<file path="config.mk">
export PLATFORM = sky130hd
export DESIGN_NAME = bottom_up_merge_sorter_flat
export DESIGN_NICKNAME = d
export VERILOG_FILES = /design/src/sv/bums_pkg.sv /design/src/sv/bums_ifs.sv /design/src/sv/bums_datapath.sv /design/src/sv/bums_controller.sv /design/src/sv/bottom_up_merge_sorter.sv /design/src/flat_wrapper.sv
export SDC_FILE = /design/constraint.sdc
export NUM_CORES = 2
export LEC_CHECK = 0
export CORE_ASPECT_RATIO = 1.2
export CORE_UTILIZATION = 70
export CTS_BUF_LIST = sky130_fd_sc_hd__clkbuf_8
export CTS_CLUSTER_DIAMETER = 120
export DETAILED_ROUTE_END_ITERATION = 16
export DONT_BUFFER_PORTS = 1
export PLACE_DENSITY = 0.86
export RECOVER_POWER = 100
export SETUP_SLACK_MARGIN = 0.5
export SKIP_CTS_REPAIR_TIMING = 1
export SKIP_LAST_GASP = 1
export SYNTH_ARGS = -nofsm -noshare
export SYNTH_HDL_FRONTEND = slang
export SYNTH_SLANG_ARGS = --single-unit
</file>
<file path="constraint.sdc">
create_clock -name clock -period 11.1 [get_ports clock]
set_input_delay 0 -clock clock [delete_from_list [all_inputs] [get_ports clock]]
set_output_delay 0 -clock clock [all_outputs]
set_load 0.01 [all_outputs]
</file>
<file path="src/sv/bums_pkg.sv">
// shared types and constants of the bottom-up merge sorter
// no dependencies; imported by the controller, the datapath and the top level
package bums_pkg;

   localparam int DEFAULT_DEPTH       = 64;
   localparam int DEFAULT_VALUE_WIDTH = 16;

   // comparison and move totals
   localparam int                    COUNT_WIDTH = 10;
   localparam logic [COUNT_WIDTH-1:0] COUNT_MAX  = '1;

   // controller to datapath commands
   typedef struct packed {
      logic data_wr_en;    // write data store
      logic data_from_req; // data store write takes the loaded value, else copy-back
      logic data_rd_en;    // read data store at both read addresses
      logic merge_wr_en;   // write merge store
      logic take_a;        // merge store write takes the left run head
      logic merge_rd_en;   // read merge store
      logic cmp_inc;       // one comparison made
      logic move_inc;      // one element moved
      logic cnt_clear;     // new sort, clear both totals
   } bums_cmd_type;

endpackage

</file>
<file path="src/sv/bums_ifs.sv">
// valid/ready channel interfaces of the bottom-up merge sorter
// standalone, no package needed
interface bums_req_if #(
   parameter int VALUE_WIDTH = 16
);
   logic                   valid;
   logic                   ready;
   logic [VALUE_WIDTH-1:0] value;
   logic                   is_last;

   modport source (output valid, value, is_last, input ready);
   modport sink   (input valid, value, is_last, output ready);
endinterface

interface bums_rsp_if #(
   parameter int VALUE_WIDTH = 16
);
   logic                   valid;
   logic                   ready;
   logic [VALUE_WIDTH-1:0] sorted_value;
   logic                   is_final;
   logic [9:0]             comparison_total;
   logic [9:0]             move_total;
   logic                   overflowed;

   modport source (output valid, sorted_value, is_final, comparison_total, move_total,
                   overflowed, input ready);
   modport sink   (input valid, sorted_value, is_final, comparison_total, move_total,
                   overflowed, output ready);
endinterface

</file>
<file path="src/sv/bums_datapath.sv">
// data store, merge store, head compare and the two saturating totals
// depends on bums_pkg
module bums_datapath #(
   parameter int DEPTH       = bums_pkg::DEFAULT_DEPTH,
   parameter int VALUE_WIDTH = bums_pkg::DEFAULT_VALUE_WIDTH,
   parameter int AW          = $clog2(DEPTH)
) (
   input  logic                             clock,
   input  logic                             reset,
   input  bums_pkg::bums_cmd_type           cmd,
   input  logic [AW-1:0]                    data_wr_addr,
   input  logic [AW-1:0]                    data_rd_a_addr,
   input  logic [AW-1:0]                    data_rd_b_addr,
   input  logic [AW-1:0]                    merge_wr_addr,
   input  logic [AW-1:0]                    merge_rd_addr,
   input  logic [VALUE_WIDTH-1:0]           load_value,
   output logic                             a_le_b,
   output logic [VALUE_WIDTH-1:0]           head_value,
   output logic [bums_pkg::COUNT_WIDTH-1:0] comparison_total,
   output logic [bums_pkg::COUNT_WIDTH-1:0] move_total
);
   import bums_pkg::*;

   logic [VALUE_WIDTH-1:0] data_store  [DEPTH];
   logic [VALUE_WIDTH-1:0] merge_store [DEPTH];

   logic [VALUE_WIDTH-1:0] rd_a_ff;
   logic [VALUE_WIDTH-1:0] rd_b_ff;
   logic [VALUE_WIDTH-1:0] rd_m_ff;
   logic [VALUE_WIDTH-1:0] data_wr_value;
   logic [VALUE_WIDTH-1:0] merge_wr_value;

   logic [COUNT_WIDTH-1:0] cmp_ff, cmp_in;
   logic [COUNT_WIDTH-1:0] move_ff, move_in;

   assign data_wr_value  = cmd.data_from_req ? load_value : rd_m_ff;
   assign merge_wr_value = cmd.take_a ? rd_a_ff : rd_b_ff;

   always_ff @(posedge clock) begin
      if (cmd.data_wr_en) begin
         data_store[data_wr_addr] <= data_wr_value;
      end
      if (cmd.data_rd_en) begin
         rd_a_ff <= data_store[data_rd_a_addr];
         rd_b_ff <= data_store[data_rd_b_addr];
      end
   end

   always_ff @(posedge clock) begin
      if (cmd.merge_wr_en) begin
         merge_store[merge_wr_addr] <= merge_wr_value;
      end
      if (cmd.merge_rd_en) begin
         rd_m_ff <= merge_store[merge_rd_addr];
      end
   end

   // ties go left, keeps the sort stable
   assign a_le_b     = (rd_a_ff <= rd_b_ff);
   assign head_value = rd_a_ff;

   always_comb begin
      cmp_in  = cmp_ff;
      move_in = move_ff;
      if (cmd.cnt_clear) begin
         cmp_in  = '0;
         move_in = '0;
      end else begin
         if (cmd.cmp_inc && (cmp_ff != COUNT_MAX)) begin
            cmp_in = cmp_ff + COUNT_WIDTH'(1);
         end
         if (cmd.move_inc && (move_ff != COUNT_MAX)) begin
            move_in = move_ff + COUNT_WIDTH'(1);
         end
      end
   end

   always_ff @(posedge clock) begin
      if (reset) begin
         cmp_ff  <= '0;
         move_ff <= '0;
      end else begin
         cmp_ff  <= cmp_in;
         move_ff <= move_in;
      end
   end

   assign comparison_total = cmp_ff;
   assign move_total       = move_ff;

endmodule

</file>
<file path="src/sv/bums_controller.sv">
// sequencer: load, run-width levels, pair merge, copy-back and result emission
// depends on bums_pkg
module bums_controller #(
   parameter int DEPTH = bums_pkg::DEFAULT_DEPTH,
   parameter int AW    = $clog2(DEPTH)
) (
   input  logic                   clock,
   input  logic                   reset,
   input  logic                   req_valid,
   input  logic                   req_is_last,
   output logic                   req_ready,
   output logic                   rsp_valid,
   input  logic                   rsp_ready,
   output logic                   rsp_is_final,
   output logic                   rsp_overflowed,
   input  logic                   a_le_b,
   output bums_pkg::bums_cmd_type cmd,
   output logic [AW-1:0]          data_wr_addr,
   output logic [AW-1:0]          data_rd_a_addr,
   output logic [AW-1:0]          data_rd_b_addr,
   output logic [AW-1:0]          merge_wr_addr,
   output logic [AW-1:0]          merge_rd_addr
);
   import bums_pkg::*;

   localparam int CW = $clog2(DEPTH + 1);
   // wide enough for run bounds before clipping (below three times the depth)
   localparam int PW = CW + 2;

   typedef enum logic [6:0] {
      S_LOAD    = 7'b0000001,
      S_LEVEL   = 7'b0000010,
      S_PAIR    = 7'b0000100,
      S_MERGE   = 7'b0001000,
      S_CPREP   = 7'b0010000,
      S_COPY    = 7'b0100000,
      S_EMIT    = 7'b1000000
   } state_type;

   state_type state_ff, state_in;
   logic [CW-1:0] count_ff, count_in;
   logic          overflow_ff, overflow_in;
   logic          emit_rd_ff, emit_rd_in;
   logic [PW-1:0] width_ff, width_in;
   logic [PW-1:0] lo_ff, lo_in;
   logic [PW-1:0] mid_ff, mid_in;
   logic [PW-1:0] hi_ff, hi_in;
   logic [PW-1:0] a_ff, a_in;
   logic [PW-1:0] b_ff, b_in;
   logic [PW-1:0] k_ff, k_in;

   logic [PW-1:0] n_ext;
   logic [PW-1:0] k_next;
   logic [PW-1:0] mid_sum;
   logic [PW-1:0] hi_sum;
   logic [PW-1:0] mid_clip;
   logic [PW-1:0] hi_clip;
   logic          a_ok;
   logic          b_ok;
   logic          take_a;

   assign n_ext    = PW'(count_ff);
   assign k_next   = k_ff + PW'(1);
   assign mid_sum  = lo_ff + width_ff;
   assign hi_sum   = lo_ff + (width_ff << 1);
   assign mid_clip = (mid_sum < n_ext) ? mid_sum : n_ext;
   assign hi_clip  = (hi_sum < n_ext) ? hi_sum : n_ext;
   assign a_ok     = (a_ff < mid_ff);
   assign b_ok     = (b_ff < hi_ff);
   assign take_a   = (a_ok && b_ok) ? a_le_b : a_ok;

   always_comb begin
      state_in    = state_ff;
      count_in    = count_ff;
      overflow_in = overflow_ff;
      emit_rd_in  = emit_rd_ff;
      width_in    = width_ff;
      lo_in       = lo_ff;
      mid_in      = mid_ff;
      hi_in       = hi_ff;
      a_in        = a_ff;
      b_in        = b_ff;
      k_in        = k_ff;

      cmd            = '0;
      req_ready      = 1'b0;
      rsp_valid      = 1'b0;
      data_wr_addr   = k_ff[AW-1:0];
      data_rd_a_addr = a_ff[AW-1:0];
      data_rd_b_addr = b_ff[AW-1:0];
      merge_wr_addr  = k_ff[AW-1:0];
      merge_rd_addr  = k_ff[AW-1:0];

      unique case (state_ff)
         S_LOAD: begin
            req_ready = 1'b1;
            if (req_valid) begin
               if (count_ff < CW'(DEPTH)) begin
                  cmd.data_wr_en    = 1'b1;
                  cmd.data_from_req = 1'b1;
                  data_wr_addr      = count_ff[AW-1:0];
                  count_in          = count_ff + CW'(1);
               end else begin
                  overflow_in = 1'b1;
               end
               if (req_is_last) begin
                  cmd.cnt_clear = 1'b1;
                  width_in      = PW'(1);
                  state_in      = S_LEVEL;
               end
            end
         end

         S_LEVEL: begin
            if (width_ff >= n_ext) begin
               k_in       = '0;
               emit_rd_in = 1'b1;
               state_in   = S_EMIT;
            end else begin
               lo_in    = '0;
               state_in = S_PAIR;
            end
         end

         S_PAIR: begin
            if (lo_ff >= n_ext) begin
               width_in = width_ff << 1;
               state_in = S_LEVEL;
            end else begin
               mid_in         = mid_clip;
               hi_in          = hi_clip;
               a_in           = lo_ff;
               b_in           = mid_clip;
               k_in           = lo_ff;
               cmd.data_rd_en = 1'b1;
               data_rd_a_addr = lo_ff[AW-1:0];
               data_rd_b_addr = mid_clip[AW-1:0];
               state_in       = S_MERGE;
            end
         end

         S_MERGE: begin
            cmd.cmp_inc     = a_ok && b_ok;
            cmd.take_a      = take_a;
            cmd.merge_wr_en = 1'b1;
            cmd.move_inc    = 1'b1;
            a_in            = a_ff + PW'(take_a);
            b_in            = b_ff + PW'(!take_a);
            k_in            = k_next;
            // fetch the new run heads while the current ones are used
            cmd.data_rd_en  = 1'b1;
            data_rd_a_addr  = a_in[AW-1:0];
            data_rd_b_addr  = b_in[AW-1:0];
            if (k_next == hi_ff) begin
               state_in = S_CPREP;
            end
         end

         S_CPREP: begin
            cmd.merge_rd_en = 1'b1;
            merge_rd_addr   = lo_ff[AW-1:0];
            k_in            = lo_ff;
            state_in        = S_COPY;
         end

         S_COPY: begin
            cmd.data_wr_en  = 1'b1;
            cmd.move_inc    = 1'b1;
            cmd.merge_rd_en = 1'b1;
            merge_rd_addr   = k_next[AW-1:0];
            k_in            = k_next;
            if (k_next == hi_ff) begin
               lo_in    = hi_sum;
               state_in = S_PAIR;
            end
         end

         S_EMIT: begin
            // the head is fetched first, then one result per cycle while rsp_ready is high
            if (emit_rd_ff) begin
               cmd.data_rd_en = 1'b1;
               data_rd_a_addr = k_ff[AW-1:0];
               emit_rd_in     = 1'b0;
            end else begin
               rsp_valid = 1'b1;
               if (rsp_ready) begin
                  if (k_next == n_ext) begin
                     count_in    = '0;
                     overflow_in = 1'b0;
                     state_in    = S_LOAD;
                  end else begin
                     k_in           = k_next;
                     cmd.data_rd_en = 1'b1;
                     data_rd_a_addr = k_next[AW-1:0];
                  end
               end
            end
         end

         default: begin
            state_in = S_LOAD;
         end
      endcase
   end

   assign rsp_is_final   = (k_next == n_ext);
   assign rsp_overflowed = overflow_ff;

   always_ff @(posedge clock) begin
      if (reset) begin
         state_ff    <= S_LOAD;
         count_ff    <= '0;
         overflow_ff <= 1'b0;
         emit_rd_ff  <= 1'b0;
      end else begin
         state_ff    <= state_in;
         count_ff    <= count_in;
         overflow_ff <= overflow_in;
         emit_rd_ff  <= emit_rd_in;
      end
   end

   always_ff @(posedge clock) begin
      width_ff <= width_in;
      lo_ff    <= lo_in;
      mid_ff   <= mid_in;
      hi_ff    <= hi_in;
      a_ff     <= a_in;
      b_ff     <= b_in;
      k_ff     <= k_in;
   end

endmodule

</file>
<file path="src/sv/bottom_up_merge_sorter.sv">
// bottom-up merge sorter top level: controller and datapath joined by commands
// depends on bums_pkg, bums_ifs, bums_controller, bums_datapath
//
//   channel  direction  carries                                        accepted when
//   req_if   in         value, is_last                                 valid && ready
//   rsp_if   out        sorted_value, is_final, comparison_total,      valid && ready
//                       move_total, overflowed
//
// loading takes every valid transaction; the transaction marked is_last starts the sort
// sort of n elements: each level makes a single merge pass and a single copy-back pass
//   through the two stores
// emission: the first result is fetched, then one result per cycle while rsp_if.ready is high
// no input is taken from the sort start until the final result transaction
// reset is synchronous, stores are not cleared; unwritten entries may be read but go unused
// a stalled result holds its payload, since the read register only moves on a handshake
module bottom_up_merge_sorter #(
   parameter int DEPTH       = bums_pkg::DEFAULT_DEPTH,
   parameter int VALUE_WIDTH = bums_pkg::DEFAULT_VALUE_WIDTH
) (
   input  logic       clock,
   input  logic       reset,
   bums_req_if.sink   req_if,
   bums_rsp_if.source rsp_if
);
   import bums_pkg::*;

   localparam int AW = $clog2(DEPTH);

   bums_cmd_type cmd;
   logic [AW-1:0] data_wr_addr;
   logic [AW-1:0] data_rd_a_addr;
   logic [AW-1:0] data_rd_b_addr;
   logic [AW-1:0] merge_wr_addr;
   logic [AW-1:0] merge_rd_addr;
   logic          a_le_b;

   // sequencer owns the list length, run bounds and all handshakes
   bums_controller #(
      .DEPTH (DEPTH),
      .AW    (AW)
   ) u_controller (
      .clock          (clock),
      .reset          (reset),
      .req_valid      (req_if.valid),
      .req_is_last    (req_if.is_last),
      .req_ready      (req_if.ready),
      .rsp_valid      (rsp_if.valid),
      .rsp_ready      (rsp_if.ready),
      .rsp_is_final   (rsp_if.is_final),
      .rsp_overflowed (rsp_if.overflowed),
      .a_le_b         (a_le_b),
      .cmd            (cmd),
      .data_wr_addr   (data_wr_addr),
      .data_rd_a_addr (data_rd_a_addr),
      .data_rd_b_addr (data_rd_b_addr),
      .merge_wr_addr  (merge_wr_addr),
      .merge_rd_addr  (merge_rd_addr)
   );

   // two stores, the compare of the run heads and the totals
   bums_datapath #(
      .DEPTH       (DEPTH),
      .VALUE_WIDTH (VALUE_WIDTH),
      .AW          (AW)
   ) u_datapath (
      .clock            (clock),
      .reset            (reset),
      .cmd              (cmd),
      .data_wr_addr     (data_wr_addr),
      .data_rd_a_addr   (data_rd_a_addr),
      .data_rd_b_addr   (data_rd_b_addr),
      .merge_wr_addr    (merge_wr_addr),
      .merge_rd_addr    (merge_rd_addr),
      .load_value       (req_if.value),
      .a_le_b           (a_le_b),
      .head_value       (rsp_if.sorted_value),
      .comparison_total (rsp_if.comparison_total),
      .move_total       (rsp_if.move_total)
   );

   // loading and emission never overlap
   a_no_overlap: assert property (@(posedge clock) disable iff (reset)
      !(req_if.ready && rsp_if.valid))
      else $error("input taken while results pending");

   // final result hands the block back to loading
   a_final_to_load: assert property (@(posedge clock) disable iff (reset)
      rsp_if.valid && rsp_if.ready && rsp_if.is_final |=> req_if.ready)
      else $error("not ready for a new list after final result");

   // every comparison comes with a move
   a_cmp_le_move: assert property (@(posedge clock) disable iff (reset)
      rsp_if.valid |-> (rsp_if.comparison_total <= rsp_if.move_total))
      else $error("comparison total above move total");

   // totals stay fixed across the results of one list
   a_totals_stable: assert property (@(posedge clock) disable iff (reset)
      rsp_if.valid && rsp_if.ready && !rsp_if.is_final |=>
         rsp_if.valid && $stable(rsp_if.move_total) && $stable(rsp_if.comparison_total))
      else $error("totals changed within one list");

endmodule

</file>
<file path="src/flat_wrapper.sv">
// flat-port wrapper written by rule: the top's interface ports become plain ports
module bottom_up_merge_sorter_flat import bums_pkg::*;
#(
   parameter int DEPTH       = bums_pkg::DEFAULT_DEPTH,
   parameter int VALUE_WIDTH = bums_pkg::DEFAULT_VALUE_WIDTH
)
  (clock, reset, req_if_valid, req_if_value, req_if_is_last, req_if_ready, rsp_if_valid, rsp_if_sorted_value, rsp_if_is_final, rsp_if_comparison_total, rsp_if_move_total, rsp_if_overflowed, rsp_if_ready);
  bums_req_if #(.VALUE_WIDTH(VALUE_WIDTH)) req_if_i ();
  bums_rsp_if #(.VALUE_WIDTH(VALUE_WIDTH)) rsp_if_i ();
  input  logic clock;
  input  logic reset;
  input wire logic [$bits(req_if_i.valid)-1:0] req_if_valid;
  input wire logic [$bits(req_if_i.value)-1:0] req_if_value;
  input wire logic [$bits(req_if_i.is_last)-1:0] req_if_is_last;
  output wire logic [$bits(req_if_i.ready)-1:0] req_if_ready;
  output wire logic [$bits(rsp_if_i.valid)-1:0] rsp_if_valid;
  output wire logic [$bits(rsp_if_i.sorted_value)-1:0] rsp_if_sorted_value;
  output wire logic [$bits(rsp_if_i.is_final)-1:0] rsp_if_is_final;
  output wire logic [$bits(rsp_if_i.comparison_total)-1:0] rsp_if_comparison_total;
  output wire logic [$bits(rsp_if_i.move_total)-1:0] rsp_if_move_total;
  output wire logic [$bits(rsp_if_i.overflowed)-1:0] rsp_if_overflowed;
  input wire logic [$bits(rsp_if_i.ready)-1:0] rsp_if_ready;
  assign req_if_i.valid = req_if_valid;
  assign req_if_i.value = req_if_value;
  assign req_if_i.is_last = req_if_is_last;
  assign req_if_ready = req_if_i.ready;
  assign rsp_if_valid = rsp_if_i.valid;
  assign rsp_if_sorted_value = rsp_if_i.sorted_value;
  assign rsp_if_is_final = rsp_if_i.is_final;
  assign rsp_if_comparison_total = rsp_if_i.comparison_total;
  assign rsp_if_move_total = rsp_if_i.move_total;
  assign rsp_if_overflowed = rsp_if_i.overflowed;
  assign rsp_if_i.ready = rsp_if_ready;
  bottom_up_merge_sorter #(.DEPTH(DEPTH), .VALUE_WIDTH(VALUE_WIDTH)) u_core (.clock(clock), .reset(reset), .req_if(req_if_i), .rsp_if(rsp_if_i));
endmodule
</file>
* Word-level counts from Yosys, hierarchy flattened
Memories as Yosys holds them, arrays and structs flattened. A register that Yosys moved wholly into a read port is not among the register bits. Cells that the tools add are included.
Storage, ports and cells: register bits 99, bits in writable memories 2048, input bits 21, logic and storage cells 159, memories kept 2
Operators by class: $add $sub $neg 8, magnitude comparators 8, equality and inequality tests 25, mux-type cells 79, bitwise logic cells 1, reduce and logical (&&, ||, !) cells 22
Memories:
- u_core.u_datapath.data_store | words 64, width 16, rd ports 2, clocked after Yosys merged registers in 2, write ports 1, RTL line bums_datapath.sv:24 | logic [VALUE_WIDTH-1:0] data_store [DEPTH];
- u_core.u_datapath.merge_store | words 64, width 16, rd ports 1, clocked after Yosys merged registers in 1, write ports 1, RTL line bums_datapath.sv:25 | logic [VALUE_WIDTH-1:0] merge_store [DEPTH];
Operators with widths (number):
- two-way mux 9 bit | 12
- two-way mux 7 bit | 14
- one-hot mux 9 bit (2 select lines) | 4
- one-hot mux 7 bit (7 select lines) | 1
- two-way mux 6 bit | 8
- one-hot mux 9 bit (5 select lines) | 1
- two-way mux 16 bit | 2
- inequality test 2 bit, second input constant | 14
- two-way mux 1 bit | 25
- one-hot mux 6 bit (2 select lines) | 2
- adder 10 x 1 -> 10 bit, second input constant | 2
- inequality test 10 bit, second input constant | 2
- adder 9 x 1 -> 9 bit | 2
- adder 9 bit | 2
- greater-or-equal comparator 9 x 7 -> 1 bit | 2
- < comparator 9 x 7 -> 1 bit | 2
- < comparator 9 bit | 2
- one-hot mux 6 bit (3 select lines) | 1
- AND reduction 6 bit | 3
- <= comparator 16 bit | 1
- one-hot mux 7 bit (2 select lines) | 1
- nonzero test 2 bit | 5
- adder 9 x 1 -> 9 bit, second input constant | 1
- == test 9 x 7 -> 1 bit | 1
- 23 further kinds | 33

* Longest topological paths before layout
word-level depth 6, gate-level depth with buffers 29, mapped depth without buffers 26

* Cells and area by module
Synthesis repeated with hierarchy kept, for this count alone.
Second synthesis, totals: cells, all modules 5032, area total of the unflattened synthesis 96272.3 um^2
Modules (own cells, without submodules):
- bums_datapath | instances 1, cells each 4254, area an instance 89395.7 um^2
- bums_controller | instances 1, cells each 778, area an instance 6876.6 um^2

* Worst setup path after synthesis
OpenSTA, ideal clock, no wires.
path type reg-to-reg, from register u_core.u_controller.b_ff[1], to register u_core.u_datapath.rd_a_ff[14], in the netlist u_core.u_datapath.head_value[14] (read register of u_core.u_datapath.data_store) (data pin), library setup time 265 ps, arrival time 4777 ps, setup slack 6057 ps, cell stages (with the launch flop) 26, period minus slack after synthesis 5043 ps, cells stage by stage edfxtp_1 -> ha_1 -> a21o_1 -> a21o_1 -> a21o_1 -> a21o_1 -> a21o_1 -> a21oi_1 -> o21ai_0 -> a41oi_1 -> o211ai_1 -> nor2b_1 -> ha_1 -> ha_1 -> xor2_1 -> a32o_1 -> nor2_1 -> o211ai_1 -> o311ai_1 -> nor3b_2 -> buf_2 -> buf_2 -> nand4_1 -> o2111ai_1 -> nand4_1 -> or3_1
On the way: cells in the longest elaborated chain, start to end 5
Ends and longest elaborated chain:
- start, declared | RTL line bums_controller.sv:49 | logic [PW-1:0] b_ff, b_in;
- start signal, assigned | RTL line bums_controller.sv:229 | b_ff <= b_in;
- < comparator 9 bit | RTL line bums_controller.sv:69 | assign b_ok = (b_ff < hi_ff);
- logical AND 1 bit | RTL line bums_controller.sv:70 | assign take_a = (a_ok && b_ok) ? a_le_b : a_ok;
- two-way mux 1 bit | RTL line bums_controller.sv:70
- adder 9 x 1 -> 9 bit | RTL line bums_controller.sv:147 | a_in = a_ff + PW'(take_a);
- one-hot mux 6 bit (3 select lines) | RTL line bums_controller.sv:94 | unique case (state_ff)
- end, declared | RTL line bums_datapath.sv:27 | logic [VALUE_WIDTH-1:0] rd_a_ff;
Every way passes these cells. A chain may end at the register's enable or synchronous reset.

* Worst setup path after layout
from register u_core.u_controller.state_ff[2], to register u_core.u_datapath.rd_m_ff[7] (read register of u_core.u_datapath.merge_store) (data pin)
On the way: cells in the longest elaborated chain, start to end 3, elaborated cells between the ends (all ways) 5, classes of those cells 2 x eq/ne; 2 x mux; 1 x reduce/logical
Ends and longest elaborated chain:
- start, declared | RTL line bums_controller.sv:40 | state_type state_ff, state_in;
- start signal, assigned | RTL line bums_controller.sv:216 | state_ff <= state_in;
- == test 7 x 6 -> 1 bit or == test 7 x 5 -> 1 bit (tied branches) | RTL line bums_controller.sv:94
- OR reduction 2 bit (no line)
- two-way mux 1 bit | RTL line bums_controller.sv:94
- end, declared | RTL line bums_datapath.sv:29 | logic [VALUE_WIDTH-1:0] rd_m_ff;
Several ways; a longest one is shown, not always the timed one.

==> run summary <==
Outcome: finished, violations left
Failing checks: capacitance limit, slew limit
Gr ovfl total: 0
Most common cell after layout, fill and taps aside: edfxtp_1
Latest clock arrival within the worst-skew pair: 1.10 ns
RD Place Congestion: 1.040
Final count of hold timing violations: 0
Drt pass-1 iters: 8
Type of origin of the critical path: flip-flop
Largest family of logic cells by synthesized area: simple AND/OR/NAND/NOR gates
Synth Area in Compound Gates: 0.1154
Number of H-tree levels: 5
Final std cells w/o fill: 10,396
Sequential share of the synthesized area: 0.6576
Vias in the first global route: 72,278
Critical Path Max Stage Delay: 2.78 ns
Max_cap viols: 73
Synth Instances: 8,253
Leakage: 36.43 nW
CP Data Required Time: 12.00 ns
Period utilization: 0.8362
Most frequent cells in the layout: 2,158 x edfxtp_1, 1,905 x nand2_1, 622 x nand3_1
Worst clock skew: 0.1010 ns
Layout fillers: 8,658
Core region area: 141,100 µm²
Worst-path maximum fanout: 126
Area Overhead vs Synth: 7.773%
Cell Chain, Critical Path: or3_1, nor3_1, nand3b_1, nand2_1, o21ai_0, a221oi_4, buf_12, clkbuf_1, a21oi_1, a21oi_1, a21oi_1, a21oi_1
CP max stage cell: clkbuf_1
Clk buf depth: 4
Tot GR Track Use: 0.4495
Post-synth EDFFs: 2,158
Routed Antenna Nets: 0
Clk sinks: 2,194
Die area: 143,900 µm²
Port Buffers: 0
CTS tree: done
Final Routed Wirelength: 328,500 µm
Initial Util: 0.7060
Post-synth ARST share: 0
Rows: 151
Synth area leader: edfxtp_1
First-pass GRT wire length: 469,600 µm
CTS clk-pin slew, worst paths: 0.07 ns
DR DRC count: 0
CP dominant cell by count: a21oi_1
Main area contributors after synthesis: edfxtp_1 65%, nand2_1 7.2%, nand3_1 3.1%, mux2i_1 2.9%, a211oi_1 2.9%
Placed Cells incl. Taps: 9,754
Total power: 0.01713 W
Avg WL per Cell: 31.60 µm
Mapped Area: 99,640 µm²
# setup viols final: 0
# nets final: 8,391
Critical Path End Type: flip-flop
Iter 0 DRT Violations: 13,505
Via Count: 75,973
Vias per cell: 7.308
Post-Route Utilization: 0.7609
DP HPWL: 194,300 µm
RSZ-0062 raised after global routing: false
Simple-Gate Fraction of Synth Area: 0.1490
Worst Hold Class: input pin to flip-flop
Post-Synth XOR/XNOR Area: 0.005764
PD cells: 159.5 nW/µm²
Top FF cell, synth: edfxtp_1
Top-area cell type share of the netlist area: 0.6504
Peak supply drop: 0.1425 mV
Root Driver: clkbuf_8
Die Ht: 415.3 µm
CP arrival: 10.19 ns
Avg Inst Size Synth: 12.07 µm²
Adder-Cell Fraction of Synth Area: 0.01032
Largest net degree at the start of global routing: 200
Upper clock frequency limit: 107.7 MHz
Layout cells sized above 1: 0.07661
Antenna violations before repair: 26
Total negative slack: 0 ns
Die width: 346.4 µm
CTS buffer count: 340
IO Pins: 61
Worst Max-Slew Pin Slew: 4.161 ns
Syn. warnings: 0
Worst Hold Slack: 0.2666 ns
WS Path Type: flip-flop to flip-flop
Library cells used by synthesis: 101
Slew margin rel.: -1.774
Yosys reg bits: 2,194
Post-route minimum period: 9.282 ns
Max Slew Vio Count: 2,761
Mux contribution to synthesized area: 0.03300
[layer usage]
| layer | track usage | routed length (µm) |
|---|---|---|
| met1 | 0.5361 | 103500 |
| met2 | 0.6757 | 145700 |
| met3 | 0.1508 | 47460 |
| met4 | 0.3482 | 31590 |
| met5 | 0 | 268 |
[per-stage QoR]
step | setup slack (ns) | instance area [µm²]
after floorplan | 6.057 | 99650
after global placement | 3.544 | 101700
after detailed placement | 3.486 | 101700
after CTS | 3.424 | 107700
after global routing | 1.560 | 107300
final | 1.818 | 107400
[final cells by class]
type	count	area [µm²]	share of cell area
flip-flops and latches	2194	65520	0.6102
inverters	64	241.5	0.002249
well taps	1836	2297	0.02139
repair buffers	296	1859	0.01731
clock inverters	241	1205	0.01122
diodes	23	57.56	0.0005360
multi-input cells	5393	31400	0.2924
clock buffers	349	4803	0.04473
[power by group]
group | leakage, nW | internal [W] | total [W] | switching (W)
Sequential | 19.7 | 0.00934 | 0.00938 | 0.0000439
Combinational | 13.3 | 0.000331 | 0.00149 | 0.00116
Clock | 3.42 | 0.00310 | 0.00625 | 0.00316
Total | 36.4 | 0.0128 | 0.0171 | 0.00436
[worst paths after layout]
check / startpoint / end / slack [ns] / cells past startpoint
max reg2reg: u_core.u_controller.state_ff[2] / u_core.u_datapath.rd_m_ff[7] / 1.82 / 12
max: u_core.u_controller.state_ff[2] / u_core.u_datapath.rd_m_ff[7] / 1.82 / 12
min: rsp_if_ready / u_core.u_datapath.head_value[12] / 0.27 / 8
min reg2reg: u_core.u_datapath.comparison_total[4] / u_core.u_datapath.comparison_total[4] / 0.55 / 2
[cells in the mapped netlist (16+ instances only)]
| cell | n |
|---|---|
| edfxtp_1 | 2158 |
| nand2_1 | 1920 |
| nand3_1 | 622 |
| a211oi_1 | 379 |
| clkbuf_1 | 321 |
| mux2i_1 | 290 |
| a21oi_1 | 281 |
| and2_1 | 274 |
| nor2_1 | 230 |
| buf_2 | 203 |
| a31oi_1 | 172 |
| a32oi_1 | 146 |
| a311oi_1 | 128 |
| nand4_1 | 81 |
| ha_1 | 79 |
| o21ai_0 | 79 |
| inv_1 | 60 |
| or3_1 | 56 |
| buf_1 | 54 |
| o22ai_1 | 50 |
| o221ai_1 | 46 |
| a31o_2 | 43 |
| xnor2_1 | 37 |
| dfxtp_1 | 36 |
| a22oi_1 | 34 |
| a221oi_1 | 33 |
| mux2_2 | 33 |
| and3_1 | 31 |
| xor2_1 | 26 |
| a21o_1 | 23 |
| nor3_1 | 23 |
| buf_4 | 22 |
| o2111ai_1 | 20 |
| a31o_1 | 19 |
| a22o_1 | 16 |
| nand4b_1 | 16 |
[flip-flops by register name, indices dropped and copies added (netlist names), 7 cells and up]
signal                              flops
u_core.u_controller.count_ff            7
u_core.u_controller.width_ff            9
u_core.u_datapath.rd_m_ff              16
u_core.u_datapath.rd_b_ff              16
u_core.u_datapath.comparison_total     10
u_core.u_datapath.merge_store        1024
u_core.u_controller.mid_ff              9
u_core.u_datapath.head_value           16
u_core.u_controller.b_ff                9
u_core.u_datapath.move_total           10
u_core.u_controller.k_ff                9
u_core.u_datapath.data_store         1024
u_core.u_controller.state_ff            7
u_core.u_controller.hi_ff               9
u_core.u_controller.lo_ff               8
u_core.u_controller.a_ff                9
[cells by family after synthesis]
| group | after synthesis |
|---|---|
| buffers and inverters | 669 |
| xor gates and xnor gates | 64 |
| adders and majority gates | 81 |
| and+or+nand+nor | 3330 |
| AOI/OAI and AO/OA | 1590 |
| DFF | 2194 |
| other | 1 |
| muxes | 324 |
[worst max-delay path, delay by kind of cell (launching register included)]
| kind | cells | cell delay (ns) |
|---|---|---|
| buf+inv | 2 | 3.21 |
| simple gates | 4 | 2.95 |
| compound gates | 6 | 2.40 |
| flops | 1 | 0.45 |
Power figures use the tool's default switching activity.
